===== src/rtl/core/cidr_pkg.sv =====
package cidr_pkg;

   localparam int CIDR_TABLE_DEPTH = 16;
   localparam int ADDR_BITS = 32;
   localparam int PLEN_BITS = 6;

   localparam logic [2:0] OP_LOOKUP    = 3'd0;
   localparam logic [2:0] OP_ADD_ALLOW = 3'd1;
   localparam logic [2:0] OP_ADD_BLOCK = 3'd2;
   localparam logic [2:0] OP_REM_ALLOW = 3'd3;
   localparam logic [2:0] OP_REM_BLOCK = 3'd4;

   localparam logic [1:0] ST_DONE    = 2'd0;
   localparam logic [1:0] ST_FULL    = 2'd1;
   localparam logic [1:0] ST_NOMATCH = 2'd2;

   typedef enum logic [2:0] {
      S_CLEAR,
      S_IDLE,
      S_SCAN,
      S_WAIT,
      S_FINISH
   } state_type;

   typedef struct packed {
      logic vld;
      logic [ADDR_BITS-1:0] mask;
      logic [ADDR_BITS-1:0] net;
   } entry_type;

   typedef struct packed {
      logic clr;
      logic load;
      logic scan;
      logic fin;
   } cmd_type;

   typedef struct packed {
      logic idx_last;
      logic out_full;
   } sts_type;

   function automatic logic [ADDR_BITS-1:0] prefix_mask(input logic [PLEN_BITS-1:0] plen);
      logic [PLEN_BITS-1:0] n;
      logic [ADDR_BITS-1:0] m;
      n = (plen > PLEN_BITS'(ADDR_BITS)) ? PLEN_BITS'(ADDR_BITS) : plen;
      if (n == '0) begin
         m = '0;
      end else begin
         m = {ADDR_BITS{1'b1}} << (PLEN_BITS'(ADDR_BITS) - n);
      end
      return m;
   endfunction

endpackage


===== src/rtl/core/cidr_ctrl.sv =====
module cidr_ctrl
   import cidr_pkg::*;
(
   input  logic    clock,
   input  logic    reset,
   input  logic    req_tvalid,
   output logic    req_tready,
   input  logic    rsp_tready,
   input  sts_type sts,
   output cmd_type cmd
);

   state_type state_ff;
   state_type state_in;

   always_ff @(posedge clock) begin
      if (reset) begin
         state_ff <= S_CLEAR;
      end else begin
         state_ff <= state_in;
      end
   end

   always_comb begin
      state_in = state_ff;
      unique case (state_ff)
         S_CLEAR: begin
            if (sts.idx_last) state_in = S_IDLE;
         end
         S_IDLE: begin
            if (req_tvalid) state_in = S_SCAN;
         end
         S_SCAN: begin
            if (sts.idx_last) state_in = S_WAIT;
         end
         S_WAIT: begin
            state_in = S_FINISH;
         end
         S_FINISH: begin
            if (!sts.out_full || rsp_tready) state_in = S_IDLE;
         end
         default: begin
            state_in = S_CLEAR;
         end
      endcase
   end

   always_comb begin
      req_tready = 1'b0;
      cmd = '0;
      unique case (state_ff)
         S_CLEAR: begin
            cmd.clr = 1'b1;
         end
         S_IDLE: begin
            req_tready = 1'b1;
            cmd.load = req_tvalid;
         end
         S_SCAN: begin
            cmd.scan = 1'b1;
         end
         S_WAIT: begin
         end
         S_FINISH: begin
            cmd.fin = !sts.out_full || rsp_tready;
         end
         default: begin
         end
      endcase
   end

`ifndef SYNTH
   a_accept_starts_scan: assert property (@(posedge clock) disable iff (reset)
      (state_ff == S_IDLE && req_tvalid) |=> (state_ff == S_SCAN))
      else $error("accepted request did not start a scan");
   a_finish_returns_idle: assert property (@(posedge clock) disable iff (reset)
      (state_ff == S_FINISH && rsp_tready) |=> (state_ff == S_IDLE))
      else $error("finished request did not return to idle");
   a_clear_blocks_fin: assert property (@(posedge clock) disable iff (reset)
      (state_ff == S_CLEAR) |-> (!cmd.fin && !cmd.scan))
      else $error("work issued during clear pass");
`endif

endmodule


===== src/rtl/core/cidr_dp.sv =====
module cidr_dp
   import cidr_pkg::*;
#(
   parameter int TABLE_DEPTH = CIDR_TABLE_DEPTH
)(
   input  logic        clock,
   input  logic        reset,
   input  cmd_type     cmd,
   output sts_type     sts,
   input  logic [2:0]  req_tuser,
   input  logic [39:0] req_tdata,
   input  logic        rsp_tready,
   output logic        rsp_tvalid,
   output logic [7:0]  rsp_tdata
);

   localparam int IW = (TABLE_DEPTH > 1) ? $clog2(TABLE_DEPTH) : 1;
   localparam int CW = $clog2(TABLE_DEPTH + 1);

   entry_type allow_mem [TABLE_DEPTH];
   entry_type block_mem [TABLE_DEPTH];

   entry_type allow_q_ff;
   entry_type block_q_ff;

   logic [2:0]           op_ff;
   logic [ADDR_BITS-1:0] addr_ff;
   logic [ADDR_BITS-1:0] mask_ff;

   logic [IW-1:0] idx_ff, idx_in;
   logic [IW-1:0] rd_idx_ff;
   logic          rd_vld_ff;
   logic [CW-1:0] cnt_ff, cnt_in;
   logic          blk_hit_ff, blk_hit_in;
   logic          alw_hit_ff, alw_hit_in;
   logic          found_ff, found_in;
   logic          out_vld_ff, out_vld_in;
   logic          out_allowed_ff;
   logic [1:0]    out_status_ff;

   logic                 allow_we, block_we;
   entry_type            allow_wd, block_wd;
   logic [IW-1:0]        wr_idx;
   logic [ADDR_BITS-1:0] key;
   logic                 a_match, b_match, a_rem, b_rem;
   logic                 res_allowed;
   logic [1:0]           res_status;

   assign sts.idx_last = (idx_ff == IW'(TABLE_DEPTH - 1));
   assign sts.out_full = out_vld_ff;

   // table memories
   always_ff @(posedge clock) begin
      if (allow_we) allow_mem[wr_idx] <= allow_wd;
      if (block_we) block_mem[wr_idx] <= block_wd;
      if (cmd.scan) begin
         allow_q_ff <= allow_mem[idx_ff];
         block_q_ff <= block_mem[idx_ff];
      end
   end

   always_ff @(posedge clock) begin
      if (cmd.load) begin
         op_ff   <= req_tuser;
         addr_ff <= req_tdata[31:0];
         mask_ff <= prefix_mask(req_tdata[37:32]);
      end
      rd_idx_ff <= idx_ff;
      if (cmd.fin) begin
         out_allowed_ff <= res_allowed;
         out_status_ff  <= res_status;
      end
   end

   always_ff @(posedge clock) begin
      if (reset) begin
         idx_ff     <= '0;
         rd_vld_ff  <= 1'b0;
         cnt_ff     <= '0;
         blk_hit_ff <= 1'b0;
         alw_hit_ff <= 1'b0;
         found_ff   <= 1'b0;
         out_vld_ff <= 1'b0;
      end else begin
         idx_ff     <= idx_in;
         rd_vld_ff  <= cmd.scan;
         cnt_ff     <= cnt_in;
         blk_hit_ff <= blk_hit_in;
         alw_hit_ff <= alw_hit_in;
         found_ff   <= found_in;
         out_vld_ff <= out_vld_in;
      end
   end

   always_comb begin
      idx_in = idx_ff;
      if (cmd.load) begin
         idx_in = '0;
      end else if (cmd.clr || cmd.scan) begin
         idx_in = sts.idx_last ? '0 : idx_ff + IW'(1);
      end
   end

   assign key     = addr_ff & mask_ff;
   assign a_match = allow_q_ff.vld && ((addr_ff & allow_q_ff.mask) == allow_q_ff.net);
   assign b_match = block_q_ff.vld && ((addr_ff & block_q_ff.mask) == block_q_ff.net);
   assign a_rem   = allow_q_ff.vld && (allow_q_ff.net == key) && (allow_q_ff.mask == mask_ff);
   assign b_rem   = block_q_ff.vld && (block_q_ff.net == key) && (block_q_ff.mask == mask_ff);

   // entry evaluation and write back
   always_comb begin
      allow_we   = cmd.clr;
      block_we   = cmd.clr;
      allow_wd   = '0;
      block_wd   = '0;
      wr_idx     = cmd.clr ? idx_ff : rd_idx_ff;
      cnt_in     = cnt_ff;
      blk_hit_in = blk_hit_ff;
      alw_hit_in = alw_hit_ff;
      found_in   = found_ff;
      if (cmd.load) begin
         blk_hit_in = 1'b0;
         alw_hit_in = 1'b0;
         found_in   = 1'b0;
      end else if (rd_vld_ff) begin
         unique case (op_ff)
            OP_LOOKUP: begin
               blk_hit_in = blk_hit_ff | b_match;
               alw_hit_in = alw_hit_ff | a_match;
            end
            OP_ADD_ALLOW: begin
               if (!found_ff && !allow_q_ff.vld) begin
                  allow_we      = 1'b1;
                  allow_wd.vld  = 1'b1;
                  allow_wd.mask = mask_ff;
                  allow_wd.net  = key;
                  found_in      = 1'b1;
                  cnt_in        = cnt_ff + CW'(1);
               end
            end
            OP_ADD_BLOCK: begin
               if (!found_ff && !block_q_ff.vld) begin
                  block_we      = 1'b1;
                  block_wd.vld  = 1'b1;
                  block_wd.mask = mask_ff;
                  block_wd.net  = key;
                  found_in      = 1'b1;
               end
            end
            OP_REM_ALLOW: begin
               if (a_rem) begin
                  allow_we     = 1'b1;
                  allow_wd     = allow_q_ff;
                  allow_wd.vld = 1'b0;
                  found_in     = 1'b1;
                  cnt_in       = cnt_ff - CW'(1);
               end
            end
            OP_REM_BLOCK: begin
               if (b_rem) begin
                  block_we     = 1'b1;
                  block_wd     = block_q_ff;
                  block_wd.vld = 1'b0;
                  found_in     = 1'b1;
               end
            end
            default: begin
            end
         endcase
      end
   end

   always_comb begin
      res_allowed = 1'b0;
      res_status  = ST_DONE;
      unique case (op_ff)
         OP_LOOKUP: begin
            res_allowed = !blk_hit_ff && ((cnt_ff == '0) || alw_hit_ff);
         end
         OP_ADD_ALLOW, OP_ADD_BLOCK: begin
            res_status = found_ff ? ST_DONE : ST_FULL;
         end
         OP_REM_ALLOW, OP_REM_BLOCK: begin
            res_status = found_ff ? ST_DONE : ST_NOMATCH;
         end
         default: begin
         end
      endcase
   end

   always_comb begin
      out_vld_in = out_vld_ff;
      if (cmd.fin) begin
         out_vld_in = 1'b1;
      end else if (rsp_tready) begin
         out_vld_in = 1'b0;
      end
   end

   assign rsp_tvalid = out_vld_ff;
   assign rsp_tdata  = {5'd0, out_status_ff, out_allowed_ff};

`ifndef SYNTH
   a_fin_slot_free: assert property (@(posedge clock) disable iff (reset)
      cmd.fin |-> (!out_vld_ff || rsp_tready))
      else $error("result overwritten before it was taken");
   a_cnt_bound: assert property (@(posedge clock) disable iff (reset)
      cnt_ff <= CW'(TABLE_DEPTH))
      else $error("allow entry count beyond table depth");
   a_single_write: assert property (@(posedge clock) disable iff (reset)
      (rd_vld_ff && allow_we) |-> !block_we)
      else $error("both tables written by one request");
`endif

endmodule


===== src/rtl/core/cidr_allow_block_filter.sv =====
// cidr allow/block filter: two tables of ipv4 cidr rules, allow and block
// req channel: req_tuser carries the opcode (lookup, add allow, add block,
// remove allow, remove block), req_tdata the address and prefix length
// rsp channel: one response per request, rsp_tdata holds the lookup verdict
// and the status (done, table full on add, no match on remove)
// each request walks both tables one entry per cycle through the single read
// port of each table memory; one request is in flight at a time, so the next
// request is accepted only after the previous one has reached the response
// register
// after reset a clearing pass over every entry zeroes both tables, with
// req_tready held low
// the response sits in an output register: the next request is accepted
// while it waits, and a stalled receiver holds the following response back
// until the register has been emptied
module cidr_allow_block_filter
   import cidr_pkg::*;
#(
   parameter int TABLE_DEPTH = CIDR_TABLE_DEPTH
)(
   input  logic        clock,
   input  logic        reset,
   input  logic        req_tvalid,
   output logic        req_tready,
   input  logic [2:0]  req_tuser,   // [2:0] opcode
   input  logic [39:0] req_tdata,   // [31:0] address, [37:32] prefix_len, rest zero
   output logic        rsp_tvalid,
   input  logic        rsp_tready,
   output logic [7:0]  rsp_tdata    // [0] allowed, [2:1] status, rest zero
);

   cmd_type cmd;
   sts_type sts;

   cidr_ctrl u_ctrl (
      .clock      (clock),
      .reset      (reset),
      .req_tvalid (req_tvalid),
      .req_tready (req_tready),
      .rsp_tready (rsp_tready),
      .sts        (sts),
      .cmd        (cmd)
   );

   cidr_dp #(
      .TABLE_DEPTH (TABLE_DEPTH)
   ) u_dp (
      .clock      (clock),
      .reset      (reset),
      .cmd        (cmd),
      .sts        (sts),
      .req_tuser  (req_tuser),
      .req_tdata  (req_tdata),
      .rsp_tready (rsp_tready),
      .rsp_tvalid (rsp_tvalid),
      .rsp_tdata  (rsp_tdata)
   );

endmodule

===== config.mk =====
export PLATFORM = sky130hd
export DESIGN_NAME = cidr_allow_block_filter
export DESIGN_NICKNAME = d
export VERILOG_FILES = /design/src/rtl/core/cidr_pkg.sv /design/src/rtl/core/cidr_ctrl.sv /design/src/rtl/core/cidr_dp.sv /design/src/rtl/core/cidr_allow_block_filter.sv
export SDC_FILE = /design/constraint.sdc
export NUM_CORES = 2
export LEC_CHECK = 0
export BUFFER_PORTS_ARGS = -buffer_cell sky130_fd_sc_hd__buf_2
export CAP_MARGIN = 0
export CORE_MARGIN = 3
export CORE_UTILIZATION = 65
export CTS_BUF_LIST = sky130_fd_sc_hd__clkbuf_8 sky130_fd_sc_hd__clkbuf_16
export DETAILED_ROUTE_END_ITERATION = 6
export MAX_ROUTING_LAYER = met4
export PLACE_DENSITY = 0.81
export SYNTH_ARGS = -nofsm -noshare
export SYNTH_HDL_FRONTEND = slang
export SYNTH_SLANG_ARGS = --single-unit

===== constraint.sdc =====
create_clock -name clock -period 28.8 [get_ports clock]
set_clock_uncertainty 0.15 [all_clocks]
set_input_delay 5.76 -clock clock [delete_from_list [all_inputs] [get_ports clock]]
set_output_delay 5.76 -clock clock [all_outputs]
set_load 0.005 [all_outputs]

==> run metrics <==
routed length per instance=a little under 40 microns; Reg2Reg Depth=8; EDFF count, synth=roughly 2300; critical path peak fanout=~50; aggregate global-route resource usage=between 30% and 40%; Inst Count DP=about 5900; fill count=7293; share of layout cells above drive strength 1=between 20% and 30%; Pwr per Cell Area=slightly below 70 mW/mm^2; clk_lat worst skew=860 ps; Post-Synthesis Cells=~4200; M1 WL=82700 microns; Hold-fix buffers, CTS=0; final hold violations=0; Primary FF master, synth=edfxtp_1; CP Class=primary input to flip-flop; TNS Setup=0 ps; Setup Buffers After CTS=0; global-route wire length before repair=approximately 350000 microns; Synth Area per Inst=approximately 22 sq um; VDD IR-drop max=0.0000804 V; min Tclk post-route=~9000 ps; initial DRC count=a little over 8000; die width=between 300 and 400 microns; crit path DAT=9260 ps; final setup fails=0; Synth Register Bits=~2300; reg2reg end=u_dp.block_mem[4][53]; die area=about 0.14 sq mm; Final period util=between 30% and 40%; post-synth top area share=approximately 76%; Setup crit end kind=flip-flop; Hold Startpoint=u_dp.alw_hit_ff; Root Buffer=clkbuf_16; Worst-path clk slew=approximately 70 ps; post-synthesis async set-or-reset flop share=0%; Via-to-Cell Ratio=around 7.5; largest net degree at the start of global routing=around 150; initial core utilization=between 60% and 70%; Total Wirelength=244000 microns; GRT Residual Overflow=0; DR pass1 iterations=7; post-synth top area cell=edfxtp_1; top layer in use=met4; die span in y=around 380 microns; GPL Wtd Cong=about 1; fmax=approximately 110 MHz; WHS Endpoint=u_dp.alw_hit_ff; sequential-to-total area share from yosys stat=between 70 and 80%; metal2 WL=between 100000 and 150000 microns; area grow syn2layout=10.8%; port bufs=49; total vias in the final route=approximately 47000; hold path cells=2; Core Region=0.138 sq mm; DPL Wire Length=~120000 microns; vias in the first global route=roughly 47000; Max Root-Sink Buffers=3; flop-to-flop setup slack=around 22000 ps; slew at the pin with the worst max-slew slack=~1300 ps; Synth area leaders=edfxtp_1 76%, mux4_2 16%, nor2_1 0.92%; count of cell types in the netlist=60; run status=complete, but fails checks; Slew Limit Fails=0; critical path required time=slightly below 30000 ps; IO Count=57; CTS tree=yes; htree depth=4; CP max stage delay=between 1000 and 1500 ps; commonest non-fill, non-tap cell in the layout=edfxtp_1; most frequent cells in the layout=2280 x edfxtp_1, 650 x mux4_2, 220 x nor2_1, 212 x clkbuf_16, 120 x nand2_1; reg2reg start=u_dp.mask_ff[15]; Cell Area, Synth=between 0.09 and 0.1 sq mm; synth warn=0; final antenna-violating net count=0; pre-CTS WS=19060 ps; NumNets Final=about 4400; CP Cell Sequence=buf_2, and2_4, nor2_1, o21ai_4, a211oi_4, buf_4; Routed met3 length=~33000 microns; Final Worst Setup Slack=around 20000 ps; Non-Filler Instances=6285; Hold Crit Class=flip-flop to flip-flop; worst-path cell with the longest stage delay=a211oi_4; MaxCap Viol Count=0; clk sinks=around 2300; setup repair after global routing missed its margin=false; violated checks=design-rule violations; row count=136; total CTS buffers=roughly 210; cell leakage power=~35 nW; antenna violations before repair=11; PostCTS Resize Cnt=0; max_slew headroom=a little over a tenth; critical path startpoint category=primary input; # DRC=around 120
[metal layers]
metal | GRT usage (%) | vias to the layer above
met1 | 47.3 | 24321
met3 | 11.2 | 805
li1 | - | 17639
met2 | 53.3 | 4113
met5 | - | -
met4 | 15.1 | 0
[synth_stat cells (21+ instances only)]
cell type	instances
dfxtp_1	21
inv_1	24
a22oi_1	65
nor4_1	23
o21ai_0	26
a21oi_1	114
xnor2_1	72
nor3_1	30
nor2_1	221
xor2_1	75
buf_1	65
nand2_1	121
edfxtp_1	2280
mux4_2	650
clkbuf_1	138
[area by class of cell]
| cell class | count | area, sq um | share of cell area [%] |
|---|---|---|---|
| diodes | 12 | 30.0 | 0.0300 |
| clock buffers | 216 | 5360 | 5.36 |
| clock inverters | 178 | 1660 | 1.66 |
| inverters | 24 | 90.1 | 0.0901 |
| multi-input cells | 1613 | 20600 | 20.6 |
| flip-flops and latches | 2301 | 68900 | 68.9 |
| well taps | 1794 | 2240 | 2.25 |
| repair buffers | 147 | 1030 | 1.03 |
[registers in the layout, indices dropped and copies added, names as in the netlist, 3 cells and up]
name,flops
u_dp.cnt_ff,5
u_dp.block_q_ff,65
u_dp.allow_mem,1040
u_dp.addr_ff,32
u_dp.allow_q_ff,65
u_dp.idx_ff,4
u_dp.op_ff,3
u_ctrl.state_ff,3
u_dp.block_mem,1040
u_dp.mask_ff,32
u_dp.rd_idx_ff,4
[worst max-delay path: cells and delay by family]
family | cells | cell delay (ps)
buffers and inverters | 2 | 1120
and+or+nand+nor | 2 | 680
AOI/OAI and AO/OA | 2 | 1570
[kinds of logic (layout without fill, tap and decap cells)]
kind of cell / after synthesis / after routing / synth area share [%]
AND/OR/NAND/NOR: 515 / 515 / 2.63
multiplexers: 651 / 651 / 16.2
AO/OA/AOI/OAI: 284 / 284 / 2.00
flip-flops: 2301 / 2301 / 76.4
other: 1 / 17 / 0.00416
adder cells (fa/ha/maj): 9 / 9 / 0.133
XOR/XNOR: 149 / 149 / 1.46
buffers and inverters: 255 / 565 / 1.13
[how the worst max path moves through the flow]
| stage | startpoint | end | slack, ps |
|---|---|---|---|
| 5_1_grt | req_tvalid | u_dp.block_mem[4][53] | 19870 |
| 6_report | req_tvalid | u_dp.block_mem[4][53] | 19840 |
| 2_1_floorplan | req_tvalid | u_dp.allow_mem[8][0] | 14500 |
| 4_1_cts | req_tvalid | u_dp.block_mem[4][53] | 19970 |
| 3_3_place_gp | req_tvalid | u_dp.block_mem[4][23] | 19160 |
| 3_5_place_dp | req_tvalid | u_dp.block_mem[4][23] | 19060 |
[through the flow]
stage                     util [%]  hold WS [ps]  cell area (sq um)  total power [mW]
final                         72.6           328             100000              6.91
after floorplan                  -           179              90200              4.04
after detailed placement      67.5           304              92900              4.14
after CTS                     72.6           321              99900              6.93
after global placement        67.5           298              92900              4.13
after global routing          72.6           339             100000              7.06
[report_power, final]
| part | internal [mW] | switching [mW] | leakage [nW] |
|---|---|---|---|
| logic | 0.149 | 0.193 | 6.20 |
| registers | 3.71 | 0.0259 | 24.8 |
| clock network | 1.57 | 1.26 | 3.59 |
| total | 5.43 | 1.48 | 34.6 |
(Power assumes the default switching activity.)
